[src/design/psfg_pkg.sv]
package psfg_pkg;

    localparam int CMD_W      = 2;
    localparam int CHAN_W     = 4;
    localparam int VALUE_W    = 11;
    localparam int CMP_W      = 8;
    localparam int CIF_W      = 4;
    localparam int IDX_W      = 5;
    localparam int TICK_W     = 16;
    localparam int FS_W       = 8;
    localparam int PULSE_W    = 14;

    localparam int CHUNK_MAX   = 255;
    localparam int END_TICKS   = 10;
    localparam int FS_CHANNELS = 5;
    localparam int FS_ADDR_W   = 3;
    localparam int FS_BIAS     = 512;

    localparam logic [CIF_W-1:0] CIF_RESET = CIF_W'(4);

    typedef enum logic [CMD_W-1:0] {
        CMD_EVENT    = 2'd0,
        CMD_OFFSET   = 2'd1,
        CMD_FAILSAFE = 2'd2
    } cmd_t;

    // table write request from the input channel
    typedef struct packed {
        logic                      off_we;
        logic                      fs_we;
        logic [CHAN_W-1:0]         chan;
        logic signed [VALUE_W-1:0] value;
    } tbl_wr_t;

    typedef struct packed {
        logic                 frame_restart;
        logic                 demux_reset;
        logic                 low_phase;
        logic [CMP_W-1:0]     compare_value;
    } result_t;

    function automatic logic [TICK_W-1:0] sat_add16(input logic [TICK_W-1:0] a,
                                                    input logic [TICK_W-1:0] b);
        logic [TICK_W:0] s;
        s = {1'b0, a} + {1'b0, b};
        return s[TICK_W] ? {TICK_W{1'b1}} : s[TICK_W-1:0];
    endfunction

endpackage

[src/design/psfg_tables.sv]
module psfg_tables
    import psfg_pkg::*;
#(
    parameter int MAX_CHANNELS = 16
) (
    input  logic                      aclk,
    input  logic                      aresetn,
    input  tbl_wr_t                   wr,
    input  logic [IDX_W-1:0]          rd_index,
    output logic signed [VALUE_W-1:0] off_data,
    output logic [FS_W-1:0]           fs_data
);

    localparam int ADDR_W = (MAX_CHANNELS > 1) ? $clog2(MAX_CHANNELS) : 1;

    logic [VALUE_W-1:0]      off_mem [MAX_CHANNELS];
    logic [MAX_CHANNELS-1:0] off_valid_reg;
    logic [FS_W-1:0]         fs_mem_reg [FS_CHANNELS];
    logic [VALUE_W-1:0]      off_rd_reg;
    logic [FS_W-1:0]         fs_rd_reg;

    logic [5:0]        wr_ext;
    logic [5:0]        rd_ext;
    logic              wr_in;
    logic              rd_in;
    logic [ADDR_W-1:0] wr_addr;
    logic [ADDR_W-1:0] rd_addr;
    logic              off_wr;
    logic              fs_wr;
    logic              fs_rd_in;
    logic [FS_ADDR_W-1:0] fs_wr_addr;
    logic [FS_ADDR_W-1:0] fs_rd_addr;
    logic [FS_W-1:0]   fs_sat;

    assign wr_ext  = {2'b00, wr.chan};
    assign rd_ext  = {1'b0, rd_index};
    assign wr_in   = wr_ext < 6'(MAX_CHANNELS);
    assign rd_in   = rd_ext < 6'(MAX_CHANNELS);
    assign wr_addr = wr_ext[ADDR_W-1:0];
    assign rd_addr = rd_ext[ADDR_W-1:0];
    assign off_wr  = wr.off_we && wr_in;

    // failsafe entries live at channels 1..5
    assign fs_wr      = wr.fs_we && (wr.chan >= CHAN_W'(1)) && (wr.chan <= CHAN_W'(FS_CHANNELS));
    assign fs_rd_in   = (rd_index >= IDX_W'(1)) && (rd_index <= IDX_W'(FS_CHANNELS));
    assign fs_wr_addr = FS_ADDR_W'(wr.chan - CHAN_W'(1));
    assign fs_rd_addr = FS_ADDR_W'(rd_index - IDX_W'(1));

    always_comb begin
        if (wr.value < 0) begin
            fs_sat = '0;
        end else if (wr.value > VALUE_W'(255)) begin
            fs_sat = {FS_W{1'b1}};
        end else begin
            fs_sat = wr.value[FS_W-1:0];
        end
    end

    always_ff @(posedge aclk) begin
        if (off_wr) begin
            off_mem[wr_addr] <= wr.value;
        end
    end

    always_ff @(posedge aclk) begin
        if (!aresetn) begin
            off_valid_reg <= '0;
        end else if (off_wr) begin
            off_valid_reg[wr_addr] <= 1'b1;
        end
    end

    always_ff @(posedge aclk) begin
        if (!aresetn) begin
            for (int i = 0; i < FS_CHANNELS; i++) begin
                fs_mem_reg[i] <= '0;
            end
        end else if (fs_wr) begin
            fs_mem_reg[fs_wr_addr] <= fs_sat;
        end
    end

    // prefetch for the index the sequencer moves to; same-cycle write forwarded
    always_ff @(posedge aclk) begin
        if (!aresetn) begin
            off_rd_reg <= '0;
        end else if (!rd_in) begin
            off_rd_reg <= '0;
        end else if (off_wr && (wr_addr == rd_addr)) begin
            off_rd_reg <= wr.value;
        end else if (off_valid_reg[rd_addr]) begin
            off_rd_reg <= off_mem[rd_addr];
        end else begin
            off_rd_reg <= '0;
        end
    end

    always_ff @(posedge aclk) begin
        if (!aresetn) begin
            fs_rd_reg <= '0;
        end else if (!fs_rd_in) begin
            fs_rd_reg <= '0;
        end else if (fs_wr && (fs_wr_addr == fs_rd_addr)) begin
            fs_rd_reg <= fs_sat;
        end else begin
            fs_rd_reg <= fs_mem_reg[fs_rd_addr];
        end
    end

    assign off_data = $signed(off_rd_reg);
    assign fs_data  = fs_rd_reg;

endmodule

[src/design/psfg_sequencer.sv]
module psfg_sequencer
    import psfg_pkg::*;
#(
    parameter int STOP_PULSE    = 188,
    parameter int MIN_PULSE     = 375,
    parameter int MAX_PULSE     = 1500,
    parameter int RUNTIME_GUARD = 127
) (
    input  logic                      aclk,
    input  logic                      aresetn,
    input  logic                      ev,
    input  logic                      fs_on,
    input  logic                      enable,
    input  logic [CIF_W-1:0]          cif,
    input  logic [TICK_W-1:0]         frame_len,
    input  logic signed [VALUE_W-1:0] off_data,
    input  logic [FS_W-1:0]           fs_data,
    output logic [IDX_W-1:0]          idx_lookahead,
    output result_t                   result
);

    localparam int CENTER      = MIN_PULSE + (MAX_PULSE - MIN_PULSE) / 2;
    localparam int GUARD_LIMIT = CHUNK_MAX + RUNTIME_GUARD;
    localparam int SHORT_CHUNK = CHUNK_MAX - RUNTIME_GUARD;

    logic              busy_reg, busy_next;
    logic              phase_low_reg, phase_low_next;
    logic [TICK_W-1:0] rem_reg, rem_next;
    logic [TICK_W-1:0] ft_reg, ft_next;
    logic [IDX_W-1:0]  idx_reg, idx_next;
    logic              demux_reg, demux_next;

    logic [IDX_W-1:0]        idx_inc;
    logic                    fs_use;
    logic [PULSE_W-1:0]      p_raw;
    logic signed [PULSE_W-1:0] p_s;
    logic signed [PULSE_W-1:0] p_clamp;
    logic [TICK_W-1:0]       chan_ticks;
    logic [TICK_W-1:0]       gap_ticks;
    logic [TICK_W-1:0]       rem_start;
    logic [TICK_W-1:0]       rem_less;
    logic                    restart;
    logic [CMP_W-1:0]        cmp;

    assign idx_inc = idx_reg + IDX_W'(1);

    // channel pulse: center plus offset, or failsafe position, clamped
    assign fs_use = fs_on && (idx_reg >= IDX_W'(1)) && (idx_reg <= IDX_W'(FS_CHANNELS))
                    && (fs_data != '0);

    always_comb begin
        if (fs_use) begin
            p_raw = PULSE_W'(CENTER) + {{(PULSE_W-FS_W-2){1'b0}}, fs_data, 2'b00}
                    - PULSE_W'(FS_BIAS);
        end else begin
            p_raw = PULSE_W'(CENTER) + {{(PULSE_W-VALUE_W){off_data[VALUE_W-1]}}, off_data};
        end
        p_s = $signed(p_raw);
        if (p_s > $signed(PULSE_W'(MAX_PULSE))) begin
            p_clamp = $signed(PULSE_W'(MAX_PULSE));
        end else if (p_s < $signed(PULSE_W'(MIN_PULSE))) begin
            p_clamp = $signed(PULSE_W'(MIN_PULSE));
        end else begin
            p_clamp = p_s;
        end
    end

    assign chan_ticks = TICK_W'($unsigned(p_clamp - $signed(PULSE_W'(STOP_PULSE))));
    assign gap_ticks  = (frame_len > ft_reg) ? (frame_len - ft_reg) : '0;

    // phase start
    always_comb begin
        phase_low_next = phase_low_reg;
        ft_next        = ft_reg;
        idx_next       = idx_reg;
        demux_next     = demux_reg;
        rem_start      = rem_reg;
        restart        = 1'b0;
        if (ev && !busy_reg) begin
            if (phase_low_reg) begin
                phase_low_next = 1'b0;
                if (idx_reg == '0) begin
                    rem_start  = gap_ticks;
                    ft_next    = '0;
                    demux_next = 1'b1;
                end else if (idx_reg > {1'b0, cif}) begin
                    rem_start = TICK_W'(END_TICKS);
                end else begin
                    rem_start = chan_ticks;
                    ft_next   = sat_add16(ft_reg, chan_ticks);
                end
            end else begin
                phase_low_next = 1'b1;
                rem_start      = TICK_W'(STOP_PULSE);
                ft_next        = sat_add16(ft_reg, TICK_W'(STOP_PULSE));
                demux_next     = !enable;
                if (idx_inc > ({1'b0, cif} + IDX_W'(1))) begin
                    idx_next = '0;
                    restart  = 1'b1;
                end else begin
                    idx_next = idx_inc;
                end
            end
        end
    end

    // chunk split
    always_comb begin
        busy_next = busy_reg;
        rem_next  = rem_reg;
        rem_less  = rem_start - TICK_W'(CHUNK_MAX);
        cmp       = '0;
        if (ev) begin
            if (rem_start > TICK_W'(GUARD_LIMIT)) begin
                cmp       = CMP_W'(CHUNK_MAX);
                rem_next  = rem_less;
                busy_next = 1'b1;
            end else if (rem_start > TICK_W'(CHUNK_MAX)) begin
                busy_next = 1'b1;
                if (rem_less < TICK_W'(RUNTIME_GUARD)) begin
                    cmp      = CMP_W'(SHORT_CHUNK);
                    rem_next = rem_start - TICK_W'(SHORT_CHUNK);
                end else begin
                    cmp      = CMP_W'(CHUNK_MAX);
                    rem_next = rem_less;
                end
            end else begin
                cmp       = rem_start[CMP_W-1:0];
                rem_next  = '0;
                busy_next = 1'b0;
            end
        end
    end

    always_ff @(posedge aclk) begin
        if (!aresetn) begin
            busy_reg      <= 1'b0;
            phase_low_reg <= 1'b0;
            rem_reg       <= '0;
            ft_reg        <= '0;
            idx_reg       <= '0;
            demux_reg     <= 1'b1;
        end else begin
            busy_reg      <= busy_next;
            phase_low_reg <= phase_low_next;
            rem_reg       <= rem_next;
            ft_reg        <= ft_next;
            idx_reg       <= idx_next;
            demux_reg     <= demux_next;
        end
    end

    assign idx_lookahead        = aresetn ? idx_next : '0;
    assign result.compare_value = cmp;
    assign result.low_phase     = phase_low_next;
    assign result.demux_reset   = demux_next;
    assign result.frame_restart = restart;

endmodule

[src/design/ppm_servo_frame_generator_core.sv]
// Channel   Dir  Handshake          Payload
// s_        in   s_tvalid/s_tready  s_tuser = command, s_tdata = chan/value/flags
// m_        out  m_tvalid/m_tready  m_tdata = compare value and phase flags
// cfg_      in   cfg_wr_en          cfg_wr_data = channels_in_frame
//
// One item per cycle. Only a compare-match event yields a result item, in the
// cycle after it is taken; table writes yield none.
// The tables are prefetched at the channel index the sequencer moves to, so
// the registered memory read never stalls an event; a write in the same cycle
// is forwarded. Reset is synchronous (aresetn low); tables read as zero
// until written. The input stalls only while the output register is full
// and m_tready is low.
module ppm_servo_frame_generator_core
    import psfg_pkg::*;
#(
    parameter int MAX_CHANNELS  = 16,
    parameter int FRAME_UNIT    = 1757,
    parameter int STOP_PULSE    = 188,
    parameter int MIN_PULSE     = 375,
    parameter int MAX_PULSE     = 1500,
    parameter int RUNTIME_GUARD = 127
) (
    input  logic              aclk,
    input  logic              aresetn,

    input  logic              s_tvalid,
    output logic              s_tready,
    input  logic [23:0]       s_tdata,   // channel[3:0], value[14:4], failsafe_active[15],
                                         // servo_enable[16], zero fill
    input  logic [CMD_W-1:0]  s_tuser,   // command[1:0]

    output logic              m_tvalid,
    input  logic              m_tready,
    output logic [15:0]       m_tdata,   // compare_value[7:0], low_phase[8], demux_reset[9],
                                         // frame_restart[10], zero fill

    input  logic              cfg_wr_en,
    input  logic [CIF_W-1:0]  cfg_wr_data
);

    logic [CIF_W-1:0]  cif_reg, cif_next;
    logic [TICK_W-1:0] frame_len_reg;
    logic              m_valid_reg, m_valid_next;
    result_t           m_data_reg, m_data_next;

    logic                      s_acc;
    cmd_t                      cmd;
    logic                      ev;
    tbl_wr_t                   tbl_wr;
    logic [IDX_W-1:0]          idx_lookahead;
    logic signed [VALUE_W-1:0] off_data;
    logic [FS_W-1:0]           fs_data;
    result_t                   seq_result;

    assign s_tready = !m_valid_reg || m_tready;
    assign s_acc    = s_tvalid && s_tready;
    assign cmd      = cmd_t'(s_tuser);
    assign ev       = s_acc && (cmd == CMD_EVENT);

    assign tbl_wr.off_we = s_acc && (cmd == CMD_OFFSET);
    assign tbl_wr.fs_we  = s_acc && (cmd == CMD_FAILSAFE);
    assign tbl_wr.chan   = s_tdata[3:0];
    assign tbl_wr.value  = $signed(s_tdata[14:4]);

    // frame length follows the register with no extra latency
    assign cif_next = cfg_wr_en ? cfg_wr_data : cif_reg;

    always_ff @(posedge aclk) begin
        if (!aresetn) begin
            cif_reg       <= CIF_RESET;
            frame_len_reg <= TICK_W'(FRAME_UNIT * int'(CIF_RESET));
        end else begin
            cif_reg       <= cif_next;
            frame_len_reg <= TICK_W'(FRAME_UNIT * int'(cif_next));
        end
    end

    psfg_tables #(
        .MAX_CHANNELS (MAX_CHANNELS)
    ) u_tables (
        .aclk     (aclk),
        .aresetn  (aresetn),
        .wr       (tbl_wr),
        .rd_index (idx_lookahead),
        .off_data (off_data),
        .fs_data  (fs_data)
    );

    psfg_sequencer #(
        .STOP_PULSE    (STOP_PULSE),
        .MIN_PULSE     (MIN_PULSE),
        .MAX_PULSE     (MAX_PULSE),
        .RUNTIME_GUARD (RUNTIME_GUARD)
    ) u_sequencer (
        .aclk          (aclk),
        .aresetn       (aresetn),
        .ev            (ev),
        .fs_on         (s_tdata[15]),
        .enable        (s_tdata[16]),
        .cif           (cif_reg),
        .frame_len     (frame_len_reg),
        .off_data      (off_data),
        .fs_data       (fs_data),
        .idx_lookahead (idx_lookahead),
        .result        (seq_result)
    );

    // output register: loads on an event, drains on m_tready
    always_comb begin
        m_valid_next = m_valid_reg;
        m_data_next  = m_data_reg;
        if (ev) begin
            m_valid_next = 1'b1;
            m_data_next  = seq_result;
        end else if (m_tready) begin
            m_valid_next = 1'b0;
        end
    end

    always_ff @(posedge aclk) begin
        if (!aresetn) begin
            m_valid_reg <= 1'b0;
        end else begin
            m_valid_reg <= m_valid_next;
        end
    end

    always_ff @(posedge aclk) begin
        m_data_reg <= m_data_next;
    end

    assign m_tvalid = m_valid_reg;
    assign m_tdata  = {5'b00000, m_data_reg};

endmodule

[config.mk]
export PLATFORM = sky130hd
export DESIGN_NAME = ppm_servo_frame_generator_core
export DESIGN_NICKNAME = d
export VERILOG_FILES = /design/src/design/psfg_pkg.sv /design/src/design/psfg_tables.sv /design/src/design/psfg_sequencer.sv /design/src/design/ppm_servo_frame_generator_core.sv
export SDC_FILE = /design/constraint.sdc
export NUM_CORES = 1
export LEC_CHECK = 0
export ABC_AREA = 1
export BUFFER_PORTS_ARGS = -buffer_cell sky130_fd_sc_hd__buf_2
export CAP_MARGIN = 20
export CELL_PAD_IN_SITES_DETAIL_PLACEMENT = 1
export CELL_PAD_IN_SITES_GLOBAL_PLACEMENT = 1
export CORE_MARGIN = 2
export CORE_UTILIZATION = 49
export CTS_CLUSTER_SIZE = 25
export DETAILED_ROUTE_END_ITERATION = 7
export GPL_ROUTABILITY_DRIVEN = 0
export PLACE_DENSITY = 0.88
export SLEW_MARGIN = 0
export SYNTH_ARGS = -nofsm -noshare
export SYNTH_HDL_FRONTEND = slang
export SYNTH_SLANG_ARGS = --single-unit
[constraint.sdc]
create_clock -name aclk -period 8.08 [get_ports aclk]
set_clock_uncertainty 0.05 [all_clocks]
set_input_delay 0.404 -clock aclk [delete_from_list [all_inputs] [get_ports aclk]]
set_output_delay 0.404 -clock aclk [all_outputs]
set_load 0.005 [all_outputs]
# --- After elaboration in Yosys (flattened, before gate mapping) ---
# Memories as Yosys holds them, arrays and structs flattened. A register that Yosys moved wholly into a read port is not among the register bits.
# Cells that the tools add are included.
totals:
  regBits: 99
  mem_bits_rw: 216
  mem_count: 2
op_classes:
  add_sub_neg: 13
  mul: 1
  n_lt_le_gt_ge: 21
  eq_ne: 4
  mux: 50
  n_bitwise: 2
  reduce_logical: 28
memory_table:
  columns: ["name", "depth", "word_bits", "read_ports", "rd_clocked_by_memory_dff", "wr", "line_no", "text"]
  rows:
  - ["u_tables.off_mem", 16, 11, 1, 0, 1, "psfg_tables.sv:16", "logic [VALUE_W-1:0] off_mem [MAX_CHANNELS];"]
  - ["u_tables.fs_mem_reg", 5, 8, 1, 1, 5, "psfg_tables.sv:18", "logic [FS_W-1:0] fs_mem_reg [FS_CHANNELS];"]
ops:
  columns: ["operator", "n"]
  rows:
  - ["two-way mux 16 bit", 12]
  - ["two-way mux 14 bit", 4]
  - ["two-way mux 8 bit", 4]
  - ["subtractor 16 x 8 -> 16 bit (second input constant)", 2]
  - ["two-way mux 11 bit", 2]
  - ["two-way mux 5 bit", 4]
  - ["two-way mux 1 bit", 19]
  - ["adder 16 x 14 -> 17 bit", 1]
  - ["adder 16 x 8 -> 17 bit (second input constant)", 1]
  - ["greater-than comparator 16 bit", 1]
  - ["greater-than comparator 16 x 8 -> 1 bit (second input constant)", 1]
  - ["greater-than comparator 16 x 9 -> 1 bit (second input constant)", 1]
  - ["< comparator 16 x 7 -> 1 bit (second input constant)", 1]
  - ["bitwise OR 16 bit", 1]
  - ["subtractor 16 bit", 1]
  - ["< comparator 4 x 5 -> 1 bit (second input constant)", 3]
  - ["multiplier 11 x 4 -> 15 bit (first input constant)", 1]
  - ["greater-than comparator 14 x 12 -> 1 bit (second input constant)", 1]
  - ["logical AND 1 bit", 14]
  - ["< comparator 14 x 10 -> 1 bit (second input constant)", 1]
  - ["subtractor 14 x 10 -> 14 bit (second input constant)", 1]
  - ["subtractor 14 x 9 -> 14 bit (second input constant)", 1]
  - ["adder 11 x 11 -> 12 bit (first input constant)", 1]
  - ["adder 10 x 10 -> 11 bit (first input constant)", 1]
  - ["31 further kinds", 40]

# --- Depth between registers and ports, before layout ---
# Gate-level depths: netlist (run 1).
logic_depth:
  depth_word: 18
  mapped_depth: 42
  depth_no_buf: 41

# --- Hierarchy ---
# From an unflattened synthesis (run 1), not the netlist that was laid out.
hier_totals:
  cells_unflattened: 2417
  hier_area_um2: 19616.3
by_module_without_submodules:
  columns: ["mod", "instances", "cells_each", "area_per_inst_um2"]
  rows:
  - ["psfg_tables", 1, 1248, 12026.5]
  - ["psfg_sequencer", 1, 957, 5828.1]
  - ["ppm_servo_frame_generator_core", 1, 212, 1761.7]

# --- Least setup slack after synthesis (run 1) ---
# OpenSTA, ideal clock, no wires.
synth_timing:
  kind: "register to register"
  from: "register u_tables.fs_rd_reg[1] (netlist: u_tables.fs_data[1]) (read register of u_tables.fs_mem_reg)"
  to: "register u_sequencer.ft_reg[10]"
  arrival_time_ns: 5.471
  t_required_ns: 7.960
  slack_ns: 2.489
  path_stages_with_launch: 36
  path_buffers: 2
  cell_sequence: "dfxtp_1 -> ha_1 -> or2_1 -> nand2_1 -> nand3_1 -> xor2_1 -> ha_1 -> o21ai_1 -> inv_1 -> a2111oi_0 -> ha_1 -> clkbuf_1 -> inv_1 -> nand2_1 -> nor2_1 -> inv_1 -> ha_1 -> ha_1 -> nand2_1 -> o21ai_0 -> a21oi_1 -> o21bai_1 -> a21oi_1 -> o21bai_1 -> nand2_1 -> nand2_1 -> a21oi_1 -> o21ai_0 -> a21o_1 -> a21oi_1 -> nor2_1 -> clkbuf_1 -> o21ai_0 -> a21oi_1 -> o21ai_0 -> a21oi_1"
synth_between:
  elab_chain_len: 12
  elab_cells_between_ends: 15
  classes_between: "add/sub (4); order compare (2); mux (7); reduce/logical (2)"
synth_lines:
  columns: ["item", "line_no", "text"]
  rows:
  - ["from (decl)", "psfg_tables.sv:20", "logic [FS_W-1:0] fs_rd_reg;"]
  - ["adder 10 x 10 -> 11 bit / nonzero test 8 bit (equally long branches)", "psfg_sequencer.sv:53, psfg_sequencer.sv:49", null]
  - ["subtractor 14 x 10 -> 14 bit / logical AND 1 bit (equally long branches)", "psfg_sequencer.sv:54, psfg_sequencer.sv:49", null]
  - ["two-way mux 14 bit (*)", "psfg_sequencer.sv:52", "if (fs_use) begin"]
  - ["< comparator 14 x 10 -> 1 bit", "psfg_sequencer.sv:61", "end else if (p_s < $signed(PULSE_W'(MIN_PULSE))) begin"]
  - ["two-way mux 14 bit", "psfg_sequencer.sv:61", null]
  - ["two-way mux 14 bit (*)", "psfg_sequencer.sv:59", "if (p_s > $signed(PULSE_W'(MAX_PULSE))) begin"]
  - ["subtractor 14 x 9 -> 14 bit (*)", "psfg_sequencer.sv:68", "assign chan_ticks = TICK_W'($unsigned(p_clamp - $signed(PULSE_W'(STOP_PULSE))));"]
  - ["adder 16 x 14 -> 17 bit (*)", "psfg_pkg.sv:45", "s = {1'b0, a} + {1'b0, b};"]
  - ["two-way mux 16 bit (*)", "psfg_pkg.sv:46", "return s[TICK_W] ? {TICK_W{1'b1}} : s[TICK_W-1:0];"]
  - ["two-way mux 16 bit (*)", "psfg_sequencer.sv:86", "end else if (idx_reg > {1'b0, cif}) begin"]
  - ["two-way mux 16 bit (*)", "psfg_sequencer.sv:82", "if (idx_reg == '0) begin"]
  - ["two-way mux 16 bit (*)", "psfg_sequencer.sv:80", "if (phase_low_reg) begin"]
  - ["to (signal assigned)", "psfg_sequencer.sv:147", "ft_reg <= ft_next;"]
  - ["to (decl)", "psfg_sequencer.sv:29", "logic [TICK_W-1:0] ft_reg, ft_next;"]
# Mark *: on every way between the ends. The rest lies on a longest branch, timed or not. The select of a mux whose other input is x is not followed.
# A chain may end at the register's enable or synchronous reset.

# --- Worst setup path in the final report (run 1) ---
layout_timing:
  from: "register u_tables.fs_rd_reg[1] (netlist: u_tables.fs_data[1]) (read register of u_tables.fs_mem_reg)"
  to: "register u_sequencer.ft_reg[3]"
# Same word-level chain as after synthesis.

==> summary.txt, run 1 <==
Placed design
  – DP Area: 19200 µm²
  – Port Buf Inserts: 40
  – Dpl hpwl: between 30000 and 40000 µm

Logic synthesis
  – Synth top area share: 40.7%
  – Cells after synthesis: around 2100
  – Syn avg cell area: 8.91 µm²
  – Mapped Area: 18500 µm²
  – Top cells by area, synth: edfxtp_1 41%, dfxtp_1 10%, nand2_1 8.9%
  – Total of warnings raised by yosys: 0
  – Number of synthesized register bits: between 300 and 400
  – Main synth FF type: edfxtp_1
  – EDFF count, synth: 251
  – Asr flop ratio synth: 0%
  – Post-synthesis sequential area ratio: 50.8%
  – Synth cell types: 65
  – Cell taking the most area after synthesis: edfxtp_1

Setup path
  – Critical path class: reg2reg
  – Worst Path Buf+Inv: 3
  – Largest stage delay, worst path: 0.60 ns
  – Cell family with most CP delay: compound AO/OA/AOI/OAI gates
  – Startpoint Class: flip-flop
  – Critical Path Fanout Max: 12
  – CP required: between 8 and 9 ns
  – Slowest CP cell: nor2_1
  – CP Capture Type: flip-flop
  – Worst Path Arrival: roughly 7.4 ns

Clock network
  – Hold_buf cts: 0
  – CTS sink count: roughly 340
  – Postcts setup bufs: 0
  – Reg clk slew, reported paths: roughly 0.060 ns
  – Cts repair resizes: 0
  – CTS root buf: clkbuf_16
  – H-tree Lvls: 2
  – Clock Tree Buf Depth: 3
  – Clock Latency Late Sink: approximately 0.58 ns
  – CTS tree: done
  – CTS buffer count: 39

GRT
  – GRT Max-Usage Layer: met2
  – Largest net degree at the start of global routing: ~130
  – Met3 Use GR: roughly 3.8%
  – Vias in the first global route: 16600
  – Total congestion overflow: 0
  – Initial antenna violation count: 0
  – First-pass GRT wire length: a little under 90000 µm
  – All-Layer GR Usage: 28.8%
  – Routing usage on met2: between 50 and 60%
  – GR Util met1: between 30% and 40%

Floorplan
  – Die ar.: 39300 µm²
  – CORE AREA: 37400 µm²
  – Starting Density: 49.5%
  – Die X-Extent: 198 µm
  – Ports: 53
  – Row cnt: just over 70
  – Chip height: about 200 µm

Timing
  – RSZ-0062 raised after global routing: no
  – Slew HR: between 30% and 40%
  – Least-Margin Pin Slew: ~1 ns
  – Post-layout min period: between 6 and 7 ns
  – Fmax: about 0.14 GHz
  – Hold_ws: between 0.07 and 0.08 ns
  – # setup viols final: 0
  – Setup TNS: 0 ns
  – Slew Limit Fails: 0
  – Tcrit/Tclk final: ~87%
  – Final hold viol count: 0

Finish
  – N_diodes: 0
  – Area grow syn2layout: 11.3%
  – Layout cells sized above 1: under 10%
  – Post-layout nets: 2226
  – Post-route cell area: slightly above 20000 µm²
  – Max reg flops: between 150 and 200
  – Util after Layout: 55.0%
  – Fillers: between 4000 and 5000
  – Area of the multi-input gates: approximately 8000 µm²
  – Sequential cell area: approximately 9400 µm²

Routing
  – Vias: about 15000
  – Post-DR vias/cell: 5.86
  – WL per Instance: 20.9 µm
  – DRC: 0
  – Drt initial violations: roughly 1000
  – Routed Antenna Nets: 0
  – Routed WL: approximately 55000 µm
  – Initial DRT Pass Iterations: 6

Power
  – Final Power: ~0.0048 W
  – Pwr Density: between 200 and 250 nW/µm²
  – Maximum VDD drop: roughly 0.29 mV
  – P_leak: a little over 8 nW

Worst hold path
  – Hold Path Class: in2reg

Run
  – MaxCap Viol Count: 0

Status
  – Run status: completed
-- worst paths after layout --
| kind | from | end | slack (ns) | cells after the start |
|---|---|---|---|---|
| max | u_tables.fs_data[1] | u_sequencer.ft_reg[3] | 1.09 | 32 |
| min | cfg_wr_data[1] | cif_reg[1] | 0.07 | 3 |
| max reg2reg | u_tables.fs_data[1] | u_sequencer.ft_reg[3] | 1.09 | 32 |
| min reg2reg | u_sequencer.rem_reg[2] | u_sequencer.rem_reg[2] | 0.41 | 2 |
-- Yosys cell counts (all sizes together), types with 2 or more instances --
master   count
nand2      451
dfxtp       93
o311ai       3
o22ai       18
fa           8
and2         3
nor2       259
clkinv       2
o211ai      16
xnor2       12
nand4       11
nor4         2
o31ai        3
o221ai       4
buf         31
xor2        45
nand3      142
o2111ai     10
mux2i        8
o32ai        5
edfxtp     251
o21ai      139
a311oi       8
a31oi        3
o21bai       9
nand3b       3
ha          79
a21boi       2
a32o        20
a21o         2
clkbuf      56
or2          8
a211oi       2
a221oi       8
a21oi      144
inv        192
nor3        17
-- kinds of logic (layout without fill, tap and decap cells) --
kind of cell / Yosys count / in the layout / synth area share, %
XOR/XNOR: 57 / 57 / 2.74
adder cells (fa/ha/maj): 87 / 87 / 6.21
buffers and inverters: 281 / 336 / 6.13
AO/OA/AOI/OAI: 401 / 401 / 13.2
flip-flops: 344 / 344 / 50.8
AND/OR/NAND/NOR: 897 / 897 / 20.5
multiplexers: 8 / 8 / 0.433
other: 1 / 5 / 0.0203
-- final cells by class --
class,count,area share (%)
tap,511,3.11
clock buffer,50,4.99
multi-input combinational,1455,38.8
timing repair buffer,70,2.19
sequential,344,45.7
inverter,194,3.54
clock inverter,22,1.68
-- worst min-delay path: stages --
cell and delay [ns]:
buf_2 0.09, nand2_1 0.07, a21oi_1 0.06
-- metal layers --
| layer | vias to the layer above | wire length (µm) | share of wire (%) |
|---|---|---|---|
| li1 | 7164 | - | - |
| met1 | 7613 | 21700 | 39 |
| met2 | 543 | 28100 | 51 |
| met3 | 178 | 3080 | 5.6 |
| met4 | 0 | 2470 | 4.5 |
| met5 | - | 0 | 0 |
-- placed cells by master, fill, tap and decap left out, drive strengths merged, types with 4 or more instances in the layout --
cell     instances
nand2          451
nor2           259
edfxtp         251
inv            193
a21oi          144
nand3          142
o21ai          139
dfxtp           93
ha              79
buf             70
clkbuf          50
xor2            45
a32o            20
o22ai           18
nor3            17
o211ai          16
clkinv          14
xnor2           12
nand4           11
o2111ai         10
o21bai           9
a311oi           8
mux2i            8
a221oi           8
fa               8
or2              8
bufinv           7
o32ai            5
conb             5
o221ai           4
-- through the flow --
stage	setup WS, ns	std cells
6_report	1.09	2646
5_1_grt	0.540	2646
4_1_cts	1.09	2646
3_5_place_dp	1.15	2574
3_3_place_gp	1.64	2572
2_1_floorplan	2.49	2080
-- where the power goes --
part	switching (W)	internal, W
logic	0.000593	0.000294
clock network	0.000760	0.00114
registers	0.0000288	0.00195
Note: power is estimated with default switching activity, not from simulation.
==> inputs of run 2 (changes only) <==
- BUFFER_PORTS_ARGS: -buffer_cell sky130_fd_sc_hd__buf_2 -> default
- CORE_UTILIZATION: 49 -> 50
- DONT_BUFFER_PORTS: default -> 1
- PLACE_DENSITY: 0.88 -> default
- PLACE_DENSITY_LB_ADDON: default -> 0.1
==> run 2 against run 1 <==
Die area decreased by 2.0%. First-iteration DRC count fell by 21%. Clock power down 9%. Clock-buffer cell count fell by 6. Largest power group unchanged. Critical path type unchanged. Via count fell by 3.4%. Highest routed layer unchanged. Final cell count shrank 2.3%. Sequential power hardly changed. Sequential share of layout area grew 0.46 points. Routed wire length decreased by 2.0%.
==> summary.txt, run 2 (same netlist as run 1, synthesis figures left out) <==
Power
  – Maximum VDD drop: 0.244 mV (was 0.285 mV)
  – Final Power: 0.00459 W (was 0.00477 W)
  – Pwr Density: 225 nW/µm² (was 232 nW/µm²)
  – Sw Share: 29.6% (was 29.0%)
  – NetSw: 0.00136 W (was 0.00138 W)
  – Seq pwr share: 43.2% (was 41.6%)
  – Int Pwr: 0.00323 W (was 0.00339 W)
  – Logic pwr share: 19.1% (was 18.6%)
  – Clock share of power: 37.7% (was 39.8%)
  – P_leak: 8.15 nW (was 8.31 nW)

Floorplan
  – Starting Density: 50.6% (was 49.5%)
  – CORE AREA: 36500 µm² (was 37400 µm²)
  – Row cnt: 70 (was 71)
  – Die ar.: 38500 µm² (was 39300 µm²)
  – Die X-Extent: 196 µm (was 198 µm)
  – Chip height: 196 µm (was 198 µm)
  – Ports: 53 (unchanged)

Routing
  – WL per Instance: 21.0 µm (was 20.9 µm)
  – DRC: 0 (unchanged)
  – Drt initial violations: 816 (was 1035)
  – Post-DR vias/cell: 5.79 (was 5.86)
  – Vias: 15000 (was 15500)
  – Initial DRT Pass Iterations: 5 (was 6)
  – Routed Antenna Nets: 0 (unchanged)
  – Routed WL: 54300 µm (was 55400 µm)

Clock network
  – Reg clk slew, reported paths: 0.07 ns (was 0.06 ns)
  – Cts repair resizes: 0 (unchanged)
  – Clock Latency Late Sink: 0.57 ns (was 0.58 ns)
  – CTS tree: done (unchanged)
  – H-tree Lvls: 2 (unchanged)
  – Clock Tree Buf Depth: 3 (unchanged)
  – CTS root buf: clkbuf_16 (unchanged)
  – CTS sink count: 344 (unchanged)
  – CTS buffer count: 38 (was 39)

Setup path
  – Startpoint Class: flip-flop (unchanged)
  – Critical path class: reg2reg (unchanged)
  – Slowest CP cell: nor2_1 (unchanged)
  – Worst path most repeated cell: a21oi_1
  – Largest stage delay, worst path: 0.67 ns (was 0.60 ns)
  – CP Capture Type: flip-flop (unchanged)
  – CP required: 8.51 ns (was 8.52 ns)
  – Critical Path Fanout Max: 12 (unchanged)
  – Worst Path Arrival: 7.17 ns (was 7.44 ns)

Worst hold path
  – Hold Path Class: in2reg (unchanged)

Timing
  – Tcrit/Tclk final: 83.4% (was 86.6%)
  – # setup viols final: 0 (unchanged)
  – Fmax: 0.148 GHz (was 0.143 GHz)
  – RSZ-0062 raised after global routing: no (unchanged)
  – Setup TNS: 0 ns (unchanged)
  – Hold_ws: 0.0375 ns (was 0.0734 ns)
  – Least-Margin Pin Slew: 0.976 ns (was 1.02 ns)
  – Slew HR: 34.7% (was 31.5%)
  – Post-layout min period: 6.74 ns (was 6.99 ns)
  – Final hold viol count: 0 (unchanged)
  – Slew Limit Fails: 0 (unchanged)

GRT
  – Vias in the first global route: 15700 (was 16600)
  – First-pass GRT wire length: 85100 µm (was 88000 µm)
  – Largest net degree at the start of global routing: 133 (unchanged)
  – All-Layer GR Usage: 28.5% (was 28.8%)
  – Total congestion overflow: 0 (unchanged)
  – Initial antenna violation count: 3 (was 0)

Finish
  – Post-layout nets: 2203 (was 2226)
  – Most common cell after layout, fill and taps aside: nand2_1 (unchanged)
  – Util after Layout: 55.8% (was 55.0%)
  – Max reg flops: 176 (unchanged)
  – Commonest non-fill, non-tap cells in the layout: 439 x nand2_1, 251 x edfxtp_1, 248 x nor2_1, 181 x inv_1 (unchanged)
  – Layout cells sized above 1: 6.97% (was 8.90%)
  – Area grow syn2layout: 10.2% (was 11.3%)
  – Post-route cell area: 20400 µm² (was 20600 µm²)
  – Fillers: 4211 (was 4293)

Placed design
  – Dpl hpwl: 36400 µm (was 37300 µm)
  – Port Buf Inserts: 0 (was 40)
  – DP Area: 19000 µm² (was 19200 µm²)

Status
  – Run status: completed (unchanged)

Run
  – MaxCap Viol Count: 0 (unchanged)
[run 2: changes by cell type in the layout (fill, tap and decap cells not counted), moves of 2 or more]
| cell | change |
|---|---|
| clkbuf_1 | -6 |
| dlygate4sd3_1 | +16 |
| clkinv_1 | +8 |
| clkinvlp_4 | +2 |
| clkinv_2 | -2 |
| diode_2 | +8 |
| bufinv_16 | -4 |
| buf_2 | -40 |
| buf_6 | +4 |
[run 2: stage by stage]
stage          setup slack, ns  instances
6_report                  1.34       2586
5_1_grt                  0.656       2584
4_1_cts                   1.35       2577
3_5_place_dp              1.43       2492
3_3_place_gp              1.65       2488
2_1_floorplan             2.49       2080
[run 2: cell type report]
| cell class | instances | area (µm²) | area share (%) |
|---|---|---|---|
| tap | 468 | 586 | 2.87 |
| clock inverter | 25 | 231 | 1.14 |
| timing repair buffer | 48 | 428 | 2.10 |
| antenna | 8 | 20.0 | 0.0982 |
| clock buffer | 44 | 993 | 4.87 |
| multi-input combinational | 1455 | 8000 | 39.2 |
| inverter | 194 | 729 | 3.58 |
| sequential | 344 | 9400 | 46.1 |
[run 2: power by group through the flow]
stage	sequential (W)	clock, W	combinational (W)
5_1_grt	0.00199	0.00182	0.000994
3_5_place_dp	0.00202	0	0.000854
2_1_floorplan	0.00201	0	0.000642
3_3_place_gp	0.00202	0	0.000820
4_1_cts	0.00198	0.00175	0.000882
6_report	0.00198	0.00173	0.000879
[run 2: final timing paths]
kind | startpoint | to | slack [ns] | cells after the start
setup / recovery | u_tables.fs_data[1] | u_sequencer.ft_reg[6] | 1.34 | 33
hold / removal | cfg_wr_en | cif_reg[3] | 0.04 | 3
setup reg to reg | u_tables.fs_data[1] | u_sequencer.ft_reg[6] | 1.34 | 33
hold reg to reg | u_sequencer.rem_reg[1] | u_sequencer.rem_reg[1] | 0.42 | 2
[run 2: routing by layer]
metal	vias up	wire (µm)	track usage [%]
li1	7118	-	-
met1	7335	21900	33.3
met3	131	2570	4.79
met4	0	2230	13.0
met5	-	0	0
met2	385	27600	51.4
[run 2: critical path: cells and delay by family (launching register included)]
kind	cells	cell delay (ns)
simple gates	9	1.51
fa+ha+maj	5	1.46
flops	1	0.34
xor+xnor	1	0.19
buf+inv	3	0.36
compound gates	15	2.78
[run 2: timing repair]
action,4_1_cts,5_1_grt
hold buffers,16,0
setup buffers,0,0
hold endpoints to repair,205,0
==> inputs of run 3 (changes only) <==
- clock period: 8.08 -> 6.85 ns (I/O delays scaled with it)
==> run 3 against run 2 <==
Sequential share of layout area is 0.24 points lower. Highest routed layer unchanged. Clock power is 24% higher. Non-clock buffer count is 3 higher. Core utilization is 0.29 points higher. Combinational power is 18% higher. Largest power group unchanged. Final area is 0.53% higher. Maximum frequency is 11% higher. Critical path depth stayed put. Total power is 20% higher. Register-to-register slack worse by 0.56 ns. Global-route usage is 0.27 points higher.
==> summary.txt, run 3 (same netlist as run 1, synthesis figures left out) <==
Power
  – NetSw: 0.00162 W (was 0.00136 W)
  – Seq pwr share: 42.4% (was 43.2%)
  – Pwr Density: 270 nW/µm² (was 225 nW/µm²)
  – Clock share of power: 38.8% (was 37.7%)
  – Final Power: 0.00552 W (was 0.00459 W)
  – Logic pwr share: 18.9% (was 19.1%)
  – Maximum VDD drop: 0.276 mV (was 0.244 mV)
  – Int Pwr: 0.00390 W (was 0.00323 W)
  – Sw Share: 29.4% (was 29.6%)
  – P_leak: 8.22 nW (was 8.15 nW)

Finish
  – Util after Layout: 56.1% (was 55.8%)
  – Layout cells sized above 1: 7.51% (was 6.97%)
  – Post-layout nets: 2207 (was 2203)
  – Most common cell after layout, fill and taps aside: nand2_1 (unchanged)
  – Area grow syn2layout: 10.8% (was 10.2%)
  – Commonest non-fill, non-tap cells in the layout: 439 x nand2_1, 251 x edfxtp_1, 247 x nor2_1, 180 x inv_1 (was 439 x nand2_1, 251 x edfxtp_1, 248 x nor2_1, 181 x inv_1)
  – Max reg flops: 176 (unchanged)

Floorplan
  – Die ar.: 38500 µm² (unchanged)
  – CORE AREA: 36500 µm² (unchanged)
  – Starting Density: 50.6% (unchanged)
  – Die X-Extent: 196 µm (unchanged)
  – Ports: 53 (unchanged)
  – Row cnt: 70 (unchanged)
  – Chip height: 196 µm (unchanged)

Setup path
  – Largest stage delay, worst path: 0.39 ns (was 0.67 ns)
  – Slowest CP cell: ha_2 (was nor2_1)
  – Critical Path Fanout Max: 8 (was 12)
  – Startpoint Class: flip-flop (unchanged)
  – Critical path class: reg2reg (unchanged)
  – CP required: 7.28 ns (was 8.51 ns)
  – Flop-to-flop setup slack: 0.78 ns (was 1.34 ns)
  – Worst Path Arrival: 6.50 ns (was 7.17 ns)
  – CP Capture Type: flip-flop (unchanged)

Routing
  – Vias: 14900 (was 15000)
  – DRC: 0 (unchanged)
  – Post-DR vias/cell: 5.75 (was 5.79)
  – Drt initial violations: 846 (was 816)
  – Routed Antenna Nets: 0 (unchanged)
  – Routed WL: 54700 µm (was 54300 µm)
  – WL per Instance: 21.1 µm (was 21.0 µm)
  – Initial DRT Pass Iterations: 5 (unchanged)

Placed design
  – Setup Slack @ Placement: 0.414 ns (was 1.43 ns)
  – Dpl hpwl: 36200 µm (was 36400 µm)
  – Port Buf Inserts: 0 (unchanged)

GRT
  – First-pass GRT wire length: 85800 µm (was 85100 µm)
  – Vias in the first global route: 15500 (was 15700)
  – Total congestion overflow: 0 (unchanged)
  – All-Layer GR Usage: 28.8% (was 28.5%)
  – Largest net degree at the start of global routing: 133 (unchanged)
  – Initial antenna violation count: 4 (was 3)

Clock network
  – Postcts setup bufs: 0 (unchanged)
  – CTS tree: done (unchanged)
  – H-tree Lvls: 2 (unchanged)
  – Clock Tree Buf Depth: 3 (unchanged)
  – Reg clk slew, reported paths: 0.06 ns (was 0.07 ns)
  – CTS buffer count: 39 (was 38)
  – CTS sink count: 344 (unchanged)
  – CTS root buf: clkbuf_16 (unchanged)
  – Clock Latency Late Sink: 0.58 ns (was 0.57 ns)

Timing
  – Tcrit/Tclk final: 88.6% (was 83.4%)
  – # setup viols final: 0 (unchanged)
  – Setup ws final: 0.783 ns (was 1.34 ns)
  – Slew HR: 32.9% (was 34.7%)
  – Setup TNS: 0 ns (unchanged)
  – Post-layout min period: 6.07 ns (was 6.74 ns)
  – Fmax: 0.165 GHz (was 0.148 GHz)
  – RSZ-0062 raised after global routing: no (unchanged)
  – Slew Limit Fails: 0 (unchanged)
  – Final hold viol count: 0 (unchanged)
  – Least-Margin Pin Slew: 1.00 ns (was 0.976 ns)

Status
  – Run status: completed (unchanged)

Worst hold path
  – Hold Path Class: in2reg (unchanged)

Run
  – MaxCap Viol Count: 0 (unchanged)
==> run 3: changes by cell type in the layout (fill, tap and decap cells not counted), sizes merged, moves of 2 or more <==
cell	change
clkinvlp	-4
clkinv	+3
buf	+2
clkbuf	+2
==> run 3: path summary, 6_finish.rpt <==
kind | start | end | cells after the start
worst min-delay path | cfg_wr_en | cif_reg[0] | 3
worst max register to register | u_tables.fs_data[1] | u_sequencer.ft_reg[3] | 33
worst min register to register | u_sequencer.rem_reg[5] | u_sequencer.rem_reg[5] | 2
worst max-delay path | u_tables.fs_data[1] | u_sequencer.ft_reg[3] | 33
==> run 3: routing by layer <==
metal,wire length [µm],vias to the layer above,track usage [%]
li1,-,7129,-
met1,22100,7263,34.1
met2,27500,364,50.9
met3,2310,142,4.07
met4,2780,0,15.4
met5,0,-,0
==> run 3: what timing repair did <==
action	CTS	global route
setup endpoints to repair	0	15
hold endpoints to repair	206	0
resized for setup	0	10
hold buffers	17	0
==> run 3: stage by stage <==
stage / cell area (µm²) / cells / hold slack (ns)
after floorplan: 18500 / 2080 / 0.385
after global routing: 20500 / 2592 / 0.144
final: 20500 / 2592 / 0.121
after detailed placement: 19000 / 2493 / 0.373
after CTS: 20400 / 2582 / 0.116
after global placement: 18900 / 2489 / 0.373
==> run 3: area by class of cell <==
cell class              count  area (µm²)
fillers                  4217       16000
multi-input cells        1455        8010
flip-flops and latches    344        9400
well taps                 468         586
repair buffers             51         442
clock buffers              46        1040
diodes                      8        20.0
inverters                 194         729
clock inverters            26         265
==> run 3: worst max-delay path: cells and delay by family (launching register included) <==
kind | cells | cell delay (ns)
and+or+nand+nor | 9 | 1.06
buffers and inverters | 4 | 0.48
adders and majority gates | 5 | 1.44
DFF | 1 | 0.33
xor gates and xnor gates | 1 | 0.19
AOI/OAI and AO/OA | 14 | 2.43
==> run 3: power by group through the flow <==
stage               clock network [W]  registers (W)  logic, W
finish                        0.00214        0.00234   0.00104
floorplan                           0        0.00237  0.000758
detailed placement                  0        0.00238   0.00100
CTS                           0.00217        0.00234   0.00104
global route                  0.00224        0.00234   0.00118
global placement                    0        0.00238  0.000971
